<file path="src/design/csrd_pkg.sv">
`default_nettype none

package csrd_pkg;

   // Character class codes
   localparam logic [1:0] CLASS_LOWER = 2'd0;
   localparam logic [1:0] CLASS_UPPER = 2'd1;
   localparam logic [1:0] CLASS_DIGIT = 2'd2;
   localparam logic [1:0] CLASS_OTHER = 2'd3;

   localparam logic [4:0] SPACE_ALPHA = 5'd26;
   localparam logic [4:0] SPACE_DIGIT = 5'd10;

   localparam logic [6:0] MAX_STEP_RESET = 7'd5;

   localparam int QUEUE_DEPTH = 4;

   typedef struct packed {
      logic [7:0] ch;
      logic       last_char;
   } req_word_type;

   typedef struct packed {
      logic [7:0]        start_index;
      logic [7:0]        end_index;
      logic [1:0]        seq_class;
      logic [4:0]        class_space;
      logic              ascending;
      logic signed [7:0] step;
      logic              last_of_item;
      logic              ends_password;
   } rsp_word_type;

   // Up to two reports per byte; a single report always sits in first.
   typedef struct packed {
      logic         two;
      rsp_word_type first;
      rsp_word_type second;
   } entry_type;

endpackage

`default_nettype wire

</file>
<file path="src/design/constant_step_run_detector.sv">
`default_nettype none

// Channel   Dir  Handshake             Word
// req_      in   req_push / req_full   req_word_type  (ch, last_char)
// rsp_      out  rsp_pop / rsp_empty   rsp_word_type  (one run report)
// csr_      in   csr_valid / csr_ready 7-bit max_step
//
// One byte is taken every cycle while req_full is low; the front updates run
// state and pushes that byte's reports, if it has any (one or two), as one
// entry into a 4-entry queue. The back hands out one report per cycle while
// rsp_pop is high; a byte with two reports holds the result side for two pops.
// req_full rises only when the queue is full, i.e. the result side has stalled.
// Synchronous active-high reset; max_step returns to 5. No clearing pass.
module constant_step_run_detector
   import csrd_pkg::*;
#(
   parameter int MAX_LEN = 256
) (
   input  wire logic         clock,
   input  wire logic         reset,
   // byte input
   input  wire logic         req_push,
   input  wire req_word_type req_data,
   output logic              req_full,
   // report output
   output logic              rsp_empty,
   input  wire logic         rsp_pop,
   output rsp_word_type      rsp_data,
   // max_step register
   input  wire logic         csr_valid,
   output logic              csr_ready,
   input  wire logic [6:0]   csr_wdata
);

   logic      q_full;
   logic      q_not_empty;
   logic      q_enq;
   logic      q_deq;
   entry_type q_enq_entry;
   entry_type q_head;

   // register is always writable; the user must write it only while idle (not enforced here)
   assign csr_ready = 1'b1;
   assign req_full  = q_full;

   csrd_front #(
      .MAX_LEN(MAX_LEN)
   ) u_front (
      .clock     (clock),
      .reset     (reset),
      .push      (req_push),
      .item      (req_data),
      .queue_full(q_full),
      .csr_write (csr_valid),
      .csr_value (csr_wdata),
      .enq       (q_enq),
      .enq_entry (q_enq_entry)
   );

   // decouples byte intake from report delivery
   csrd_queue u_queue (
      .clock    (clock),
      .reset    (reset),
      .enq      (q_enq),
      .enq_entry(q_enq_entry),
      .full     (q_full),
      .deq      (q_deq),
      .not_empty(q_not_empty),
      .head     (q_head)
   );

   csrd_back u_back (
      .clock      (clock),
      .reset      (reset),
      .q_not_empty(q_not_empty),
      .q_head     (q_head),
      .q_deq      (q_deq),
      .rsp_empty  (rsp_empty),
      .rsp_pop    (rsp_pop),
      .rsp_data   (rsp_data)
   );

endmodule

`default_nettype wire

</file>
<file path="src/design/csrd_queue.sv">
`default_nettype none

module csrd_queue
   import csrd_pkg::*;
(
   input  wire logic      clock,
   input  wire logic      reset,
   input  wire logic      enq,
   input  wire entry_type enq_entry,
   output logic           full,
   input  wire logic      deq,
   output logic           not_empty,
   output entry_type      head
);

   localparam int PtrW = $clog2(QUEUE_DEPTH);
   localparam int CntW = $clog2(QUEUE_DEPTH + 1);

   entry_type           mem_ff [QUEUE_DEPTH];
   logic [PtrW-1:0]     wr_ptr_ff, wr_ptr_in;
   logic [PtrW-1:0]     rd_ptr_ff, rd_ptr_in;
   logic [CntW-1:0]     count_ff, count_in;
   logic                do_enq, do_deq;

   assign full      = (count_ff == CntW'(QUEUE_DEPTH));
   assign not_empty = (count_ff != '0);
   assign head      = mem_ff[rd_ptr_ff];
   assign do_enq    = enq & ~full;
   assign do_deq    = deq & not_empty;

   always_comb begin
      wr_ptr_in = do_enq ? wr_ptr_ff + PtrW'(1) : wr_ptr_ff;
      rd_ptr_in = do_deq ? rd_ptr_ff + PtrW'(1) : rd_ptr_ff;
      count_in  = count_ff;
      if (do_enq && !do_deq) begin
         count_in = count_ff + CntW'(1);
      end else if (!do_enq && do_deq) begin
         count_in = count_ff - CntW'(1);
      end
   end

   always_ff @(posedge clock) begin
      if (reset) begin
         wr_ptr_ff <= '0;
         rd_ptr_ff <= '0;
         count_ff  <= '0;
      end else begin
         wr_ptr_ff <= wr_ptr_in;
         rd_ptr_ff <= rd_ptr_in;
         count_ff  <= count_in;
      end
   end

   always_ff @(posedge clock) begin
      if (do_enq) begin
         mem_ff[wr_ptr_ff] <= enq_entry;
      end
   end

endmodule

`default_nettype wire

</file>
<file path="src/design/csrd_front.sv">
`default_nettype none

module csrd_front
   import csrd_pkg::*;
#(
   parameter int MAX_LEN = 256
) (
   input  wire logic         clock,
   input  wire logic         reset,
   input  wire logic         push,
   input  wire req_word_type item,
   input  wire logic         queue_full,
   input  wire logic         csr_write,
   input  wire logic [6:0]   csr_value,
   output logic              enq,
   output entry_type         enq_entry
);

   localparam int PosW = (MAX_LEN > 2) ? $clog2(MAX_LEN) : 1;
   localparam logic [PosW-1:0] PosMax = PosW'(MAX_LEN - 1);

   logic [6:0]          max_step_ff, max_step_in;
   logic [7:0]          prev_byte_ff, prev_byte_in;
   logic                have_prev_ff, have_prev_in;
   logic                have_step_ff, have_step_in;
   logic signed [8:0]   run_step_ff, run_step_in;
   logic [PosW-1:0]     run_begin_ff, run_begin_in;
   logic [PosW-1:0]     position_ff, position_in;
   logic                all_lower_ff, all_lower_in;
   logic                all_upper_ff, all_upper_in;
   logic                all_digit_ff, all_digit_in;

   logic                accept;
   logic [7:0]          c;
   logic                last;
   logic signed [8:0]   diff;
   logic signed [8:0]   step_eff;
   logic [PosW-1:0]     cur;
   logic                same;
   logic                c_lower, c_upper, c_digit;
   logic                p_lower, p_upper, p_digit;
   logic                new_lower, new_upper, new_digit;
   logic                close_a, close_b;
   rsp_word_type        word_a, word_b;

   function automatic logic is_lower(input logic [7:0] x);
      return (x >= 8'h61) && (x <= 8'h7a);
   endfunction

   function automatic logic is_upper(input logic [7:0] x);
      return (x >= 8'h41) && (x <= 8'h5a);
   endfunction

   function automatic logic is_digit(input logic [7:0] x);
      return (x >= 8'h30) && (x <= 8'h39);
   endfunction

   function automatic logic [7:0] to_idx(input logic [PosW-1:0] p);
      logic [PosW+7:0] e;
      e = {8'd0, p};
      return e[7:0];
   endfunction

   // Run qualifies: nonzero step within limit, and longer than two chars or unit step.
   function automatic logic qualifies(input logic [PosW-1:0] i, input logic [PosW-1:0] j,
                                      input logic signed [8:0] d, input logic [6:0] lim);
      logic [8:0] mag;
      logic       long_run;
      mag      = d[8] ? 9'(-d) : 9'(d);
      long_run = (j - i) > PosW'(1);
      return (long_run || (mag == 9'd1)) && (mag != 9'd0) && (mag <= {2'b00, lim});
   endfunction

   function automatic rsp_word_type make_word(input logic [PosW-1:0] i,
                                              input logic [PosW-1:0] j,
                                              input logic signed [8:0] d,
                                              input logic lo, input logic up,
                                              input logic dg, input logic ends);
      rsp_word_type w;
      w.start_index = to_idx(i);
      w.end_index   = to_idx(j);
      if (lo) begin
         w.seq_class   = CLASS_LOWER;
         w.class_space = SPACE_ALPHA;
      end else if (up) begin
         w.seq_class   = CLASS_UPPER;
         w.class_space = SPACE_ALPHA;
      end else if (dg) begin
         w.seq_class   = CLASS_DIGIT;
         w.class_space = SPACE_DIGIT;
      end else begin
         w.seq_class   = CLASS_OTHER;
         w.class_space = SPACE_ALPHA;
      end
      w.ascending     = ~d[8] && (d != 9'sd0);
      w.step          = d[7:0];
      w.last_of_item  = 1'b0;
      w.ends_password = ends;
      return w;
   endfunction

   assign accept = push & ~queue_full;
   assign c      = item.ch;
   assign last   = item.last_char;

   always_comb begin
      c_lower   = is_lower(c);
      c_upper   = is_upper(c);
      c_digit   = is_digit(c);
      p_lower   = is_lower(prev_byte_ff);
      p_upper   = is_upper(prev_byte_ff);
      p_digit   = is_digit(prev_byte_ff);
      diff      = $signed({c[7], c}) - $signed({prev_byte_ff[7], prev_byte_ff});
      cur       = (position_ff == PosMax) ? position_ff : position_ff + PosW'(1);
      step_eff  = have_step_ff ? run_step_ff : diff;
      same      = (diff == step_eff);

      if (same) begin
         new_lower    = all_lower_ff & c_lower;
         new_upper    = all_upper_ff & c_upper;
         new_digit    = all_digit_ff & c_digit;
         run_begin_in = run_begin_ff;
      end else begin
         new_lower    = p_lower & c_lower;
         new_upper    = p_upper & c_upper;
         new_digit    = p_digit & c_digit;
         run_begin_in = position_ff;
      end

      // close of the previous run on a step change
      close_a = have_prev_ff & ~same &
                qualifies(run_begin_ff, position_ff, step_eff, max_step_ff);
      word_a  = make_word(run_begin_ff, position_ff, step_eff,
                          all_lower_ff, all_upper_ff, all_digit_ff, last);
      // close of the open run at end of password
      close_b = have_prev_ff & last &
                qualifies(run_begin_in, cur, diff, max_step_ff);
      word_b  = make_word(run_begin_in, cur, diff, new_lower, new_upper, new_digit, 1'b1);

      enq_entry.two    = close_a & close_b;
      enq_entry.first  = close_a ? word_a : word_b;
      enq_entry.second = word_b;
      enq_entry.first.last_of_item  = ~(close_a & close_b);
      enq_entry.second.last_of_item = 1'b1;
      enq = accept & (close_a | close_b);

      max_step_in  = csr_write ? csr_value : max_step_ff;
      prev_byte_in = prev_byte_ff;
      have_prev_in = have_prev_ff;
      have_step_in = have_step_ff;
      run_step_in  = run_step_ff;
      position_in  = position_ff;
      all_lower_in = all_lower_ff;
      all_upper_in = all_upper_ff;
      all_digit_in = all_digit_ff;

      if (accept) begin
         if (last) begin
            // end of password: back to start state
            prev_byte_in = '0;
            have_prev_in = 1'b0;
            have_step_in = 1'b0;
            run_step_in  = '0;
            run_begin_in = '0;
            position_in  = '0;
            all_lower_in = 1'b1;
            all_upper_in = 1'b1;
            all_digit_in = 1'b1;
         end else if (!have_prev_ff) begin
            prev_byte_in = c;
            have_prev_in = 1'b1;
            run_begin_in = '0;
            position_in  = '0;
            all_lower_in = c_lower;
            all_upper_in = c_upper;
            all_digit_in = c_digit;
         end else begin
            prev_byte_in = c;
            have_step_in = 1'b1;
            run_step_in  = diff;
            position_in  = cur;
            all_lower_in = new_lower;
            all_upper_in = new_upper;
            all_digit_in = new_digit;
         end
      end else begin
         run_begin_in = run_begin_ff;
      end
   end

   always_ff @(posedge clock) begin
      if (reset) begin
         max_step_ff  <= MAX_STEP_RESET;
         prev_byte_ff <= '0;
         have_prev_ff <= 1'b0;
         have_step_ff <= 1'b0;
         run_step_ff  <= '0;
         run_begin_ff <= '0;
         position_ff  <= '0;
         all_lower_ff <= 1'b1;
         all_upper_ff <= 1'b1;
         all_digit_ff <= 1'b1;
      end else begin
         max_step_ff  <= max_step_in;
         prev_byte_ff <= prev_byte_in;
         have_prev_ff <= have_prev_in;
         have_step_ff <= have_step_in;
         run_step_ff  <= run_step_in;
         run_begin_ff <= run_begin_in;
         position_ff  <= position_in;
         all_lower_ff <= all_lower_in;
         all_upper_ff <= all_upper_in;
         all_digit_ff <= all_digit_in;
      end
   end

endmodule

`default_nettype wire

</file>
<file path="src/design/csrd_back.sv">
`default_nettype none

module csrd_back
   import csrd_pkg::*;
(
   input  wire logic      clock,
   input  wire logic      reset,
   input  wire logic      q_not_empty,
   input  wire entry_type q_head,
   output logic           q_deq,
   output logic           rsp_empty,
   input  wire logic      rsp_pop,
   output rsp_word_type   rsp_data
);

   entry_type cur_ff, cur_in;
   logic      have_ff, have_in;
   logic      sel_ff, sel_in;
   logic      fire, done;

   assign rsp_empty = ~have_ff;
   assign rsp_data  = sel_ff ? cur_ff.second : cur_ff.first;
   assign fire      = rsp_pop & have_ff;
   assign done      = fire & (sel_ff | ~cur_ff.two);
   assign q_deq     = q_not_empty & (~have_ff | done);

   always_comb begin
      cur_in  = cur_ff;
      have_in = have_ff;
      sel_in  = sel_ff;
      if (q_deq) begin
         cur_in  = q_head;
         have_in = 1'b1;
         sel_in  = 1'b0;
      end else if (done) begin
         have_in = 1'b0;
         sel_in  = 1'b0;
      end else if (fire) begin
         sel_in = 1'b1;
      end
   end

   always_ff @(posedge clock) begin
      if (reset) begin
         have_ff <= 1'b0;
         sel_ff  <= 1'b0;
      end else begin
         have_ff <= have_in;
         sel_ff  <= sel_in;
      end
   end

   always_ff @(posedge clock) begin
      cur_ff <= cur_in;
   end

endmodule

`default_nettype wire
</file>
<file path="config.mk">
export PLATFORM = sky130hd
export DESIGN_NAME = constant_step_run_detector
export DESIGN_NICKNAME = d
export VERILOG_FILES = /design/src/design/csrd_pkg.sv /design/src/design/constant_step_run_detector.sv /design/src/design/csrd_queue.sv /design/src/design/csrd_front.sv /design/src/design/csrd_back.sv
export SDC_FILE = /design/constraint.sdc
export NUM_CORES = 1
export LEC_CHECK = 0
export BUFFER_PORTS_ARGS = -buffer_cell sky130_fd_sc_hd__buf_2
export CORE_MARGIN = 2
export CORE_UTILIZATION = 55
export DETAILED_ROUTE_END_ITERATION = 16
export GPL_TIMING_DRIVEN = 0
export PLACE_DENSITY = 0.73
export SLEW_MARGIN = 20
export SYNTH_ARGS = -nofsm -noshare
export SYNTH_HDL_FRONTEND = slang
export SYNTH_HIERARCHICAL = 1
export SYNTH_SLANG_ARGS = --single-unit
</file>
<file path="constraint.sdc">
create_clock -name clock -period 9.44 [get_ports clock]
set_clock_uncertainty 0.05 [all_clocks]
set_input_delay 1.416 -clock clock [delete_from_list [all_inputs] [get_ports clock]]
set_output_delay 1.416 -clock clock [all_outputs]
set_load 0.01 [all_outputs]
</file>
* Yosys cells after proc, flatten, opt, wreduce, memory -nomap -nowiden *
Memory sizes are Yosys's and may differ from the RTL's. A register that Yosys moved wholly into a read port is not among the register bits.
Cells that the tools add are included.

word-level totals
  bits in registers = 56
  bits in latches = 0
  RAM bits = 268
  memory bits (read-only) = 0
  input bits = 21
  output and inout bits = 37
  logic and storage cells = 143
  memories kept = 1

memories
  name            depth  bits a word  rd ports  clocked after memory_dff  write ports  RTL line          text
  u_queue.mem_ff  4      67           1         1                         1            csrd_queue.sv:19  entry_type mem_ff [QUEUE_DEPTH];

cells by class
  $add $sub $neg = 10
  $mul = 0
  div/mod/pow operators = 0
  $lt $le $gt $ge = 16
  equal/unequal tests = 5
  shift-type cells = 0
  multiplexer cells = 38
  bitwise logic cells = 28
  reductions and logical operators = 28

operators by type and width
  kind                 number
  $mux 34              2
  $mux 8               7
  $mux 9               5
  $reduce_bool 9->1    4
  $ge 8x7->1 const B   4
  $le 8x7->1 const B   4
  $mux 7               4
  $and 1x1->1          18
  $eq 9x1->1 const B   2
  $le 9x7->1           2
  $neg 9->9            2
  $ge 8x6->1 const B   2
  $gt 8x1->1 const B   2
  $le 8x6->1 const B   2
  $mux 1               16
  $sub 8x8->8          2
  $logic_and 1x1->1    14
  $mux 6               2
  $eq 9x9->1           1
  $sub 8x8->9          1
  $add 8x1->8 const B  1
  $eq 8x8->1 const B   1
  $not 1->1            7
  $mux 3               2
  other kinds (11)     18

* Logic depth before layout (Yosys ltp) *
Gate-level depths: netlist of run 1.

  depth in word-level cells = 17
  gate-level depth with buffers = 34
  gate-level depth less buffers = 32

* By module *
The synthesis of run 1 kept the hierarchy.

by module, submodules not included
  module                      times used  cells each  area an instance (µm²)  seq. area each (µm²)
  csrd_queue                  1           409         10423.7                 8468.1
  csrd_front                  1           687         5191.2                  900.9
  csrd_back                   1           118         2743.9                  2112.0
  constant_step_run_detector  1           2           11.3                    0.0

* Least setup slack after synthesis of run 1 *
Ideal clock, no wire load.

  kind = input to register
  start = input port req_data[1] (netlist name)
  end = memory u_queue/mem_ff[0][0] (netlist name), enable pin
  setup time = 435 ps
  data arrival time = 7911 ps
  data required time = 8955 ps
  slack = 1045 ps
  stages = 28
  path buffers = 1
  path through = inv_1 > ha_1 > fa_1 > xnor2_1 > xor2_1 > nor4b_1 > mux2i_1 > or4_1 > o21ai_2 > buf_6 > nand2_1 > o21ai_0 > ha_1 > inv_1 > ha_1 > o21ai_0 > o2bb2ai_1 > a211oi_1 > a21oi_1 > a211oi_1 > o22ai_1 > o2111ai_1 > o311ai_1 > and4_4 > a31oi_1 > inv_1 > nor2_1 > and2_1

RTL lines
  element      RTL line                          text
  from (decl)  constant_step_run_detector.sv:23  input wire req_word_type req_data,
  to (decl)    csrd_queue.sv:19

==> qor.yml, run 1 <==
layout:
  final_util_pct: 63.47
  drive_gt1_share_pct: 23.24
  fill_cells: 2404
  fin_nets: 1395
  multi_input_area_um2: 6326
  area_delta_synth_final_pct: 12.98
  register_area_um2: 11480
clock_network:
  hold_buffers: 0
  cts_buffer_depth: 3
  cts_tree: "yes"
  cts.repair.resized: 0
  cts_setup_buffers: 0
  path_clk_slew_ps: 60
  clock-sinks: 401
  root_buffer: "clkbuf_16"
  cts_made_buffers: 41
  htreeDepth: 2
  clock_latency_ps: 550
route:
  vias: 10810
  drt-initial-drc-count: 1061
  vias_per_cell: 5.992
  drt-wirelength-per-cell_um: 21.64
  dr.pass1.iters: 5
  drtAntennaViolNets: 0
  drt-total-wl_um: 39050
  drc: 0
logic_synthesis:
  synthMuxAreaShare_pct: 13.68
  seq_area_frac_synth_pct: 62.50
  synth_top_family_by_area: "multiplexers"
  yosysUniqueCellTypes: 90
  synth-compound-area-share_pct: 7.887
  async_flop_share_pct: 0
  syn_area_per_cell_um2: 15.11
  synth-edff-count: 345
  synthXorXnorAreaFrac_pct: 2.309
  ys_ff_latch: 401
  yosys.area_share.simple_pct: 6.920
  netlist_area_um2: 18370
  ys.flop_type: "edfxtp_1"
  syn_inst: 1216
  ys_warn_count: 6
  synthAdderAreaFrac_pct: 3.256
power:
  cellInternalPower_w: 0.002940
  switchingPower_w: 0.0008126
  p_seq_share_pct: 51.4
  ir_drop_v: 0.0001128
  swShare_pct: 21.65
  pwr-share-clk_pct: 42.0
  leakage_nw: 7.087
  power_frac_comb_pct: 6.6
  pwr_density_cell_nw_per_um2: 180.8
grt:
  grt_first_pass_wirelength_um: 60440
  grt_pass1_vias: 10519
  grt_use_met3_pct: 3.291
  met2_usage_pct: 35.56
  grt_busiest_layer: "met2"
  grt_usage_pct: 22.50
  grt_max_degree: 41
  antenna_found_initial: 0
  met1_usage_pct: 32.67
  grt_overflow: 0
sta:
  fmax_mhz: 115.8
  setup_viol: 0
  rsz0062_at_grt: "false"
  max-slew-margin-rel_pct: 15.81
  post-route-min-period_ps: 8637
  tightest_slew_ps: 1260
  final_max_slew_viol_count: 0
  whs_ps: 426.9
  finalHoldViolCount: 0
  post-route-period-util_pct: 91.49
die:
  num_io_pins: 58
  initial_core_util_pct: 56.18
  rows: 66
  die_h_um: 186.8
  core_area_um2: 32700
  die-area_um2: 34880
  die_width_um: 186.8
critical_path:
  critPathKind: "in -> reg"
  slowest_delay_ps: 580
  slowest_stage: "or4_1"
  crit_path_end_kind: "flop"
  crit_path_max_fanout: 10
  crit_path_start_kind: "input port"
  arrival_ps: 9050
  cp.required_ps: 9850
min_path:
  hold_path_class: "reg -> reg"
outcome:
  outcome: "completed"
placed_design:
  routabilityCongestion: 0.9278
  dp_hpwl_um: 26410
  port-buffer-count: 54
job:
  maxCapViolations: 0
cells in the final DEF (no fill, tap or decap), types with 6 or more instances in the layout:
master,instances
a211oi_1,10
a21o_1,10
a21oi_1,50
a22oi_1,23
a31oi_1,6
buf_12,8
buf_2,64
buf_4,16
clkbuf_1,38
clkbuf_16,42
clkinv_1,9
clkinv_2,7
conb_1,11
dfxtp_1,56
edfxtp_1,345
ha_1,43
inv_1,49
mux2_2,23
mux2_4,31
mux2i_1,20
mux4_2,69
nand2_1,46
nand2b_1,13
nand3_1,14
nand3b_1,8
nand4_1,11
nor2_1,77
nor2b_1,12
nor3_1,15
o211ai_1,11
o21a_1,8
o21ai_0,37
or3_1,7
xnor2_1,27
xor2_1,16
registers in the layout, summed over array words and instances, names as in the netlist, named ones only:
signal,flops
u_back/cur_ff,69
u_front/all_upper_ff,1
u_front/position_ff,8
u_queue/mem_ff,276
u_front/prev_byte_ff,8
u_queue/count_ff,3
u_queue/rd_ptr_ff,2
u_front/max_step_ff,7
u_front/have_step_ff,1
u_back/sel_ff,1
u_back/have_ff,1
u_front/all_lower_ff,1
u_front/run_step_ff,9
u_front/have_prev_ff,1
u_front/all_digit_ff,1
u_front/run_begin_ff,8
u_queue/wr_ptr_ff,2
synth_stat cells, drive strengths merged, types with 5 or more instances:
cell / n / area share (%)
nor4: 5 / 0.25
and2: 7 / 0.24
nor2: 77 / 1.6
inv: 49 / 1.0
buf: 36 / 1.7
nand2: 48 / 1.0
nor2b: 13 / 0.44
o22ai: 6 / 0.28
dfxtp: 56 / 6.1
clkbuf: 32 / 0.65
a21o: 11 / 0.49
or3: 7 / 0.24
o211ai: 13 / 0.63
ha: 43 / 2.9
a211oi: 10 / 0.41
a22oi: 23 / 0.94
nand3b: 8 / 0.33
xor2: 16 / 0.76
o21a: 8 / 0.33
edfxtp: 345 / 56
a21oi: 52 / 1.5
mux2: 55 / 4.0
mux4: 69 / 8.5
or2: 6 / 0.20
o21ai: 42 / 1.2
nand3: 14 / 0.38
mux2i: 21 / 1.2
o311ai: 5 / 0.28
nand2b: 14 / 0.52
a31oi: 8 / 0.34
nor3: 15 / 0.41
xnor2: 29 / 1.4
o31ai: 5 / 0.20
nand4: 11 / 0.37
power by group through the flow:
stage / registers (W) / logic (W) / clock network (W)
2_1_floorplan: 0.00197 / 0.000176 / 0
3_3_place_gp: 0.00197 / 0.000234 / 0
3_5_place_dp: 0.00197 / 0.000242 / 0
4_1_cts: 0.00193 / 0.000243 / 0.00160
5_1_grt: 0.00193 / 0.000275 / 0.00167
6_report: 0.00193 / 0.000247 / 0.00157
worst max-delay path, delay by kind of cell:
kind	cells	cell delay, ps
compound gates	12	2380
xor+xnor	3	690
fa+ha+maj	6	1820
buf+inv	6	610
mux	1	190
simple gates	6	1920
kinds of logic (layout without fill, tap and decap cells):
kind of cell | count (synthesis) | count (layout)
AO/OA/AOI/OAI | 210 | 210
XOR/XNOR | 46 | 46
adder cells (fa/ha/maj) | 46 | 46
buffers and inverters | 119 | 255
flip-flops | 401 | 401
multiplexers | 145 | 145
other | 3 | 13
AND/OR/NAND/NOR | 246 | 246
through the flow:
| stage | setup TNS (ps) | area [um^2] | setup WS [ps] | instances | power [W] |
|---|---|---|---|---|---|
| after global routing | 0 | 20750 | 188.9 | 1802 | 0.003878 |
| after detailed placement | 0 | 19420 | 378.7 | 1727 | 0.002210 |
| after global placement | -410940 | 19220 | -1517 | 1720 | 0.002202 |
| after CTS | 0 | 20740 | 901.6 | 1802 | 0.003776 |
| final | 0 | 20750 | 802.9 | 1804 | 0.003752 |
| after floorplan | 0 | 18400 | 1045 | 1224 | 0.002143 |
cell type report:
cell class / instances / area share [%]
multi-input combinational: 704 / 30.48
tap: 442 / 2.665
clock buffer: 51 / 5.371
buffer: 68 / 2.080
inverter: 51 / 0.9224
antenna: 2 / 0.02411
sequential: 401 / 55.32
timing repair buffer: 61 / 2.122
clock inverter: 24 / 1.019
layer usage:
metal  wire, um  share of wire, %  vias to the layer above
met5          0                 0                        -
met3       2462               6.3                       67
li1           -                 -                     4935
met2      18310                47                      384
met4        972               2.5                        0
met1      17300                44                     5424
worst paths after layout:
kind	start	end	slack (ps)	cells after the start
worst max-delay path	req_data[1]	u_queue/count_ff[2]	800	34
worst min-delay path	u_front/prev_byte_ff[7]	u_front/prev_byte_ff[7]	430	2
worst max register to register	u_front/prev_byte_ff[0]	u_queue/count_ff[2]	1470	32
worst min register to register	u_front/prev_byte_ff[7]	u_front/prev_byte_ff[7]	430	2
(Power assumes the default switching activity.)
==> inputs of run 2 (changes only) <==
--- a/config.mk
+++ b/config.mk
@@ -7,10 +7,10 @@
 export LEC_CHECK = 0
 export BUFFER_PORTS_ARGS = -buffer_cell sky130_fd_sc_hd__buf_2
 export CORE_MARGIN = 2
-export CORE_UTILIZATION = 55
+export CORE_UTILIZATION = 30
 export DETAILED_ROUTE_END_ITERATION = 16
 export GPL_TIMING_DRIVEN = 0
-export PLACE_DENSITY = 0.73
+export PLACE_DENSITY = 0.45
 export SLEW_MARGIN = 20
 export SYNTH_ARGS = -nofsm -noshare
 export SYNTH_HDL_FRONTEND = slang
==> run 2 against run 1 <==
Against the previous run: via count decreased by 1.4%; total power increased by 5.8%; critical endpoint unchanged; setup slack improved by 1.7 ps; largest power group unchanged; clock power increased by 13%; largest cell class unchanged; combinational power increased by 4%.
==> qor.yml, run 2 (synthesis gave the netlist of run 1 again) <==
die:
  die_width_um: 251.5
  die-area_um2: 63230
  core_area_um2: 60470
  initial_core_util_pct: 30.38
  die_h_um: 251.5
  num_io_pins: 58
  rows: 90
layout:
  largest_register: "u_queue/mem_ff"
  reg_top3: "u_queue/mem_ff: 276 flops, u_back/cur_ff: 69 flops, u_front/run_step_ff: 9 flops"
  fill_cells: 5747
  antenna_cells: 0
  largest_reg_flops: 276
  drive_gt1_share_pct: 23.71
  final_util_pct: 35.41
  mostFrequentLayoutCells: "edfxtp_1 (345), nor2_1 (77), mux4_2 (69)"
  fin_nets: 1402
  final_common_cell: "edfxtp_1"
  area_delta_synth_final_pct: 16.55
  final_cells: 2153
job:
  maxCapViolations: 0
min_path:
  hold_path_class: "reg -> reg"
  holdCritStartpoint: "u_front/prev_byte_ff[3]"
power:
  pwr-share-clk_pct: 44.9
  p_seq_share_pct: 48.6
  swShare_pct: 22.81
  switchingPower_w: 0.0009055
  ir_drop_v: 0.0001426
  p_total_w: 0.003970
  pwr_density_cell_nw_per_um2: 185.4
  power_frac_comb_pct: 6.5
  cellInternalPower_w: 0.003064
  leakage_nw: 7.208
placed_design:
  dp_cells: 2070
  port-buffer-count: 54
  dp_hpwl_um: 31080
  routabilityCongestion: 0.8363
  dpl_worst_slack_ps: 188.4
clock_network:
  htreeDepth: 2
  clock_latency_ps: 590
  cts.repair.resized: 0
  cts_made_buffers: 45
  cts_tree: "yes"
  clock-sinks: 401
  cts_setup_buffers: 0
  path_clk_slew_ps: 60
  hold_buffers: 0
  cts_buffer_depth: 3
  root_buffer: "clkbuf_16"
sta:
  post-route-period-util_pct: 91.48
  tightest_slew_ps: 917.3
  timing.final.ws_setup_ps: 804.6
  setup_viol: 0
  post-route-min-period_ps: 8635
  fmax_mhz: 115.8
  finalHoldViolCount: 0
  rsz0062_at_grt: "false"
  max-slew-margin-rel_pct: 38.41
  final_max_slew_viol_count: 0
  whs_ps: 428.4
route:
  drt-wirelength-per-cell_um: 21.05
  vias_per_cell: 4.949
  drc: 0
  drt-initial-drc-count: 711
  dr.pass1.iters: 5
  drt-total-wl_um: 45330
  drtAntennaViolNets: 0
  vias: 10656
critical_path:
  cp-startpoint: "req_data[1]"
  slowest_delay_ps: 590
  slowest_stage: "or4_1"
  r2r-start: "u_front/prev_byte_ff[0]"
  critPathKind: "in -> reg"
  crit_path_max_fanout: 10
  crit_path_end_kind: "flop"
  crit_path_start_kind: "input port"
  cp.required_ps: 9890
  arrival_ps: 9080
outcome:
  outcome: "completed"
grt:
  grt_first_pass_wirelength_um: 68480
  grt_pass1_vias: 10788
  antenna_found_initial: 0
  grt_overflow: 0
  grt_max_degree: 43
  grt_usage_pct: 14.38
run 2: cell count changes in the layout (fill, tap and decap cells not counted), moves of 3 or more:
cell / change
clkbuf_1: +4
clkinv_4: +4
clkbuf_16: +3
clkinv_2: -3
clkinvlp_4: -3
run 2: area by class of cell:
| class | count | area, um^2 | share of cell area (%) |
|---|---|---|---|
| multi-input cells | 704 | 6331 | 29.57 |
| clock buffers | 57 | 1191 | 5.563 |
| well taps | 782 | 978.4 | 4.570 |
| flip-flops and latches | 401 | 11480 | 53.62 |
| inverters | 51 | 191.4 | 0.8941 |
| repair buffers | 64 | 475.5 | 2.221 |
| plain buffers | 68 | 431.7 | 2.016 |
| clock inverters | 26 | 330.3 | 1.543 |
run 2: critical path: cells and delay by family:
| kind | cells | cell delay (ps) |
|---|---|---|
| simple gates | 6 | 1840 |
| buf+inv | 6 | 620 |
| mux | 1 | 170 |
| compound gates | 12 | 2470 |
| xor+xnor | 3 | 680 |
| fa+ha+maj | 6 | 1870 |
run 2: final timing paths:
kind | slack [ps] | cells past startpoint | end
min reg2reg | 430 | 2 | u_front/prev_byte_ff[3]
max | 800 | 34 | u_queue/count_ff[2]
max reg2reg | 1460 | 32 | u_queue/count_ff[2]
min | 430 | 2 | u_front/prev_byte_ff[3]
run 2: metal layers:
layer	vias up	wire [um]	share of wire [%]	global-route usage [%]
met4	0	831	1.8	4.116
li1	4933	-	-	-
met1	5462	21360	47	20.06
met3	56	1698	3.7	2.001
met2	205	21440	47	23.42
met5	-	0	0	0
run 2: through the flow:
stage          setup TNS, ps  cell area [um^2]
6_report                   0             21410
5_1_grt                    0             21410
4_1_cts                    0             21410
3_5_place_dp               0             19890
3_3_place_gp         -590940             19650
2_1_floorplan              0             18400
run 2: power by group through the flow:
stage                     Combinational (W)  Sequential, W  Clock [W]
after floorplan                    0.000176        0.00197          0
after global placement             0.000249        0.00197          0
after detailed placement           0.000255        0.00197          0
after CTS                          0.000257        0.00193    0.00184
after global routing               0.000287        0.00193    0.00191
final                              0.000256        0.00193    0.00178
==> inputs of run 3 (changes only) <==
--- a/config.mk
+++ b/config.mk
@@ -7,10 +7,10 @@
 export LEC_CHECK = 0
 export BUFFER_PORTS_ARGS = -buffer_cell sky130_fd_sc_hd__buf_2
 export CORE_MARGIN = 2
-export CORE_UTILIZATION = 30
+export CORE_UTILIZATION = 61
 export DETAILED_ROUTE_END_ITERATION = 16
 export GPL_TIMING_DRIVEN = 0
-export PLACE_DENSITY = 0.45
+export PLACE_DENSITY = 0.79
 export SLEW_MARGIN = 20
 export SYNTH_ARGS = -nofsm -noshare
 export SYNTH_HDL_FRONTEND = slang
==> run 3 against run 2 <==
Against the previous run: register-to-register slack worse by 180 ps; global-route usage up 12 points; largest power group unchanged; critical endpoint unchanged; clock power down 8%; largest cell class unchanged; combinational power down 3%; maximum frequency down 2.8%; setup slack worse by 250 ps; final cell count down 19%; critical path depth unchanged; clock-buffer cell count down 4; core utilization up 34 points.
==> qor.yml, run 3 (synthesis gave the netlist of run 1 again) <==
clock_network:
  hold_buffers: 0
  root_buffer: "clkbuf_16"
  clock-sinks: 401
  cts_tree: "yes"
  clock_latency_ps: 530
  cts_buffer_depth: 3
  cts_setup_buffers: 0
  path_clk_slew_ps: 60
  cts.repair.resized: 0
  cts_made_buffers: 41
  htreeDepth: 2
die:
  die_width_um: 177.5
  rows: 63
  die_h_um: 177.5
  die-area_um2: 31520
  core_area_um2: 29640
  initial_core_util_pct: 61.98
  num_io_pins: 58
critical_path:
  crit_path_max_fanout: 10
  slowest_delay_ps: 590
  arrival_ps: 9280
  cp.required_ps: 9840
  crit_family: "compound AO/OA/AOI/OAI gates"
  worst-path-buf-inv: 6
  slowest_stage: "or4_1"
  critPathKind: "in -> reg"
  crit_path_start_kind: "input port"
  crit_path_end_kind: "flop"
sta:
  final_max_slew_viol_count: 0
  tightest_slew_ps: 887.8
  finalHoldViolCount: 0
  fmax_mhz: 112.6
  setup_viol: 0
  max-slew-margin-rel_pct: 40.60
  rsz0062_at_grt: "false"
  post-route-period-util_pct: 94.09
  post-route-min-period_ps: 8882
layout:
  area_delta_synth_final_pct: 12.68
  antenna_cells: 0
  reg_top3: "u_queue/mem_ff: 276 flops, u_back/cur_ff: 69 flops, u_front/run_step_ff: 9 flops"
  final_common_cell: "edfxtp_1"
  largest_register: "u_queue/mem_ff"
  mostFrequentLayoutCells: "edfxtp_1 (345), nor2_1 (77), mux4_2 (69)"
  drive_gt1_share_pct: 23.25
  design_area_um2: 20700
  largest_reg_flops: 276
  fin_nets: 1394
route:
  dr.pass1.iters: 5
  drt-initial-drc-count: 1093
  vias: 10919
  drc: 0
  drtAntennaViolNets: 0
  vias_per_cell: 6.243
  drt-total-wl_um: 40490
  drt-wirelength-per-cell_um: 23.15
placed_design:
  dpl_cell_area_um2: 19330
  dp_hpwl_um: 26950
  routabilityCongestion: 0.9271
  port-buffer-count: 54
grt:
  grt_overflow: 0
  grt_max_degree: 48
  grt_first_pass_wirelength_um: 62410
  antenna_found_initial: 0
  grt_pass1_vias: 10907
  grt_usage_pct: 26.42
job:
  maxCapViolations: 0
power:
  pwr_density_cell_nw_per_um2: 184.3
  p_total_w: 0.003815
  ir_drop_v: 0.0001250
  leakage_nw: 7.114
outcome:
  outcome: "completed"
min_path:
  hold_path_class: "reg -> reg"
run 3: path summary, 6_finish.rpt:
kind | to | depth (start not counted) | slack, ps | startpoint
worst max-delay path | u_queue/count_ff[2] | 34 | 560 | req_data[1]
worst min-delay path | u_front/prev_byte_ff[7] | 2 | 430 | u_front/prev_byte_ff[7]
worst max register to register | u_queue/count_ff[2] | 32 | 1280 | u_front/prev_byte_ff[0]
worst min register to register | u_front/prev_byte_ff[7] | 2 | 430 | u_front/prev_byte_ff[7]
run 3: tightest hold or removal path: cells and delay by family (launching register included):
family	cells	cell delay, ps
and+or+nand+nor	1	60
DFF	1	320
AOI/OAI and AO/OA	1	50
run 3: per-layer routing:
layer | vias to the layer above | routed length [um] | global-route usage, %
li1 | 4909 | - | -
met3 | 69 | 2944 | 4.306
met2 | 448 | 19450 | 42.80
met4 | 0 | 881 | 7.001
met5 | - | 0 | 0
met1 | 5493 | 17220 | 37.72
run 3: layout make-up:
type	count	area [um^2]
sequential	401	11480
clock buffer	53	1101
tap	390	488.0
timing repair buffer	60	420.4
inverter	51	191.4
multi-input combinational	704	6331
buffer	68	431.7
fill	1936	8939
clock inverter	22	255.2
run 3: report_power, final:
part           switching (W)  leakage, nW  internal, W
clock               0.000669        0.670     0.000968
combinational       0.000156         2.82    0.0000915
sequential        0.00000546         3.62      0.00193
run 3: through the flow:
step	setup slack [ps]	hold WS [ps]	util, %	setup TNS (ps)	instances
floorplan	1045	395.3	-	0	1224
global placement	-1569	410.1	64.64	-427990	1668
detailed placement	170.8	423.0	65.22	0	1674
CTS	680.3	430.8	69.80	0	1749
global route	152.1	457.8	69.84	0	1749
finish	557.7	429.9	69.84	0	1749
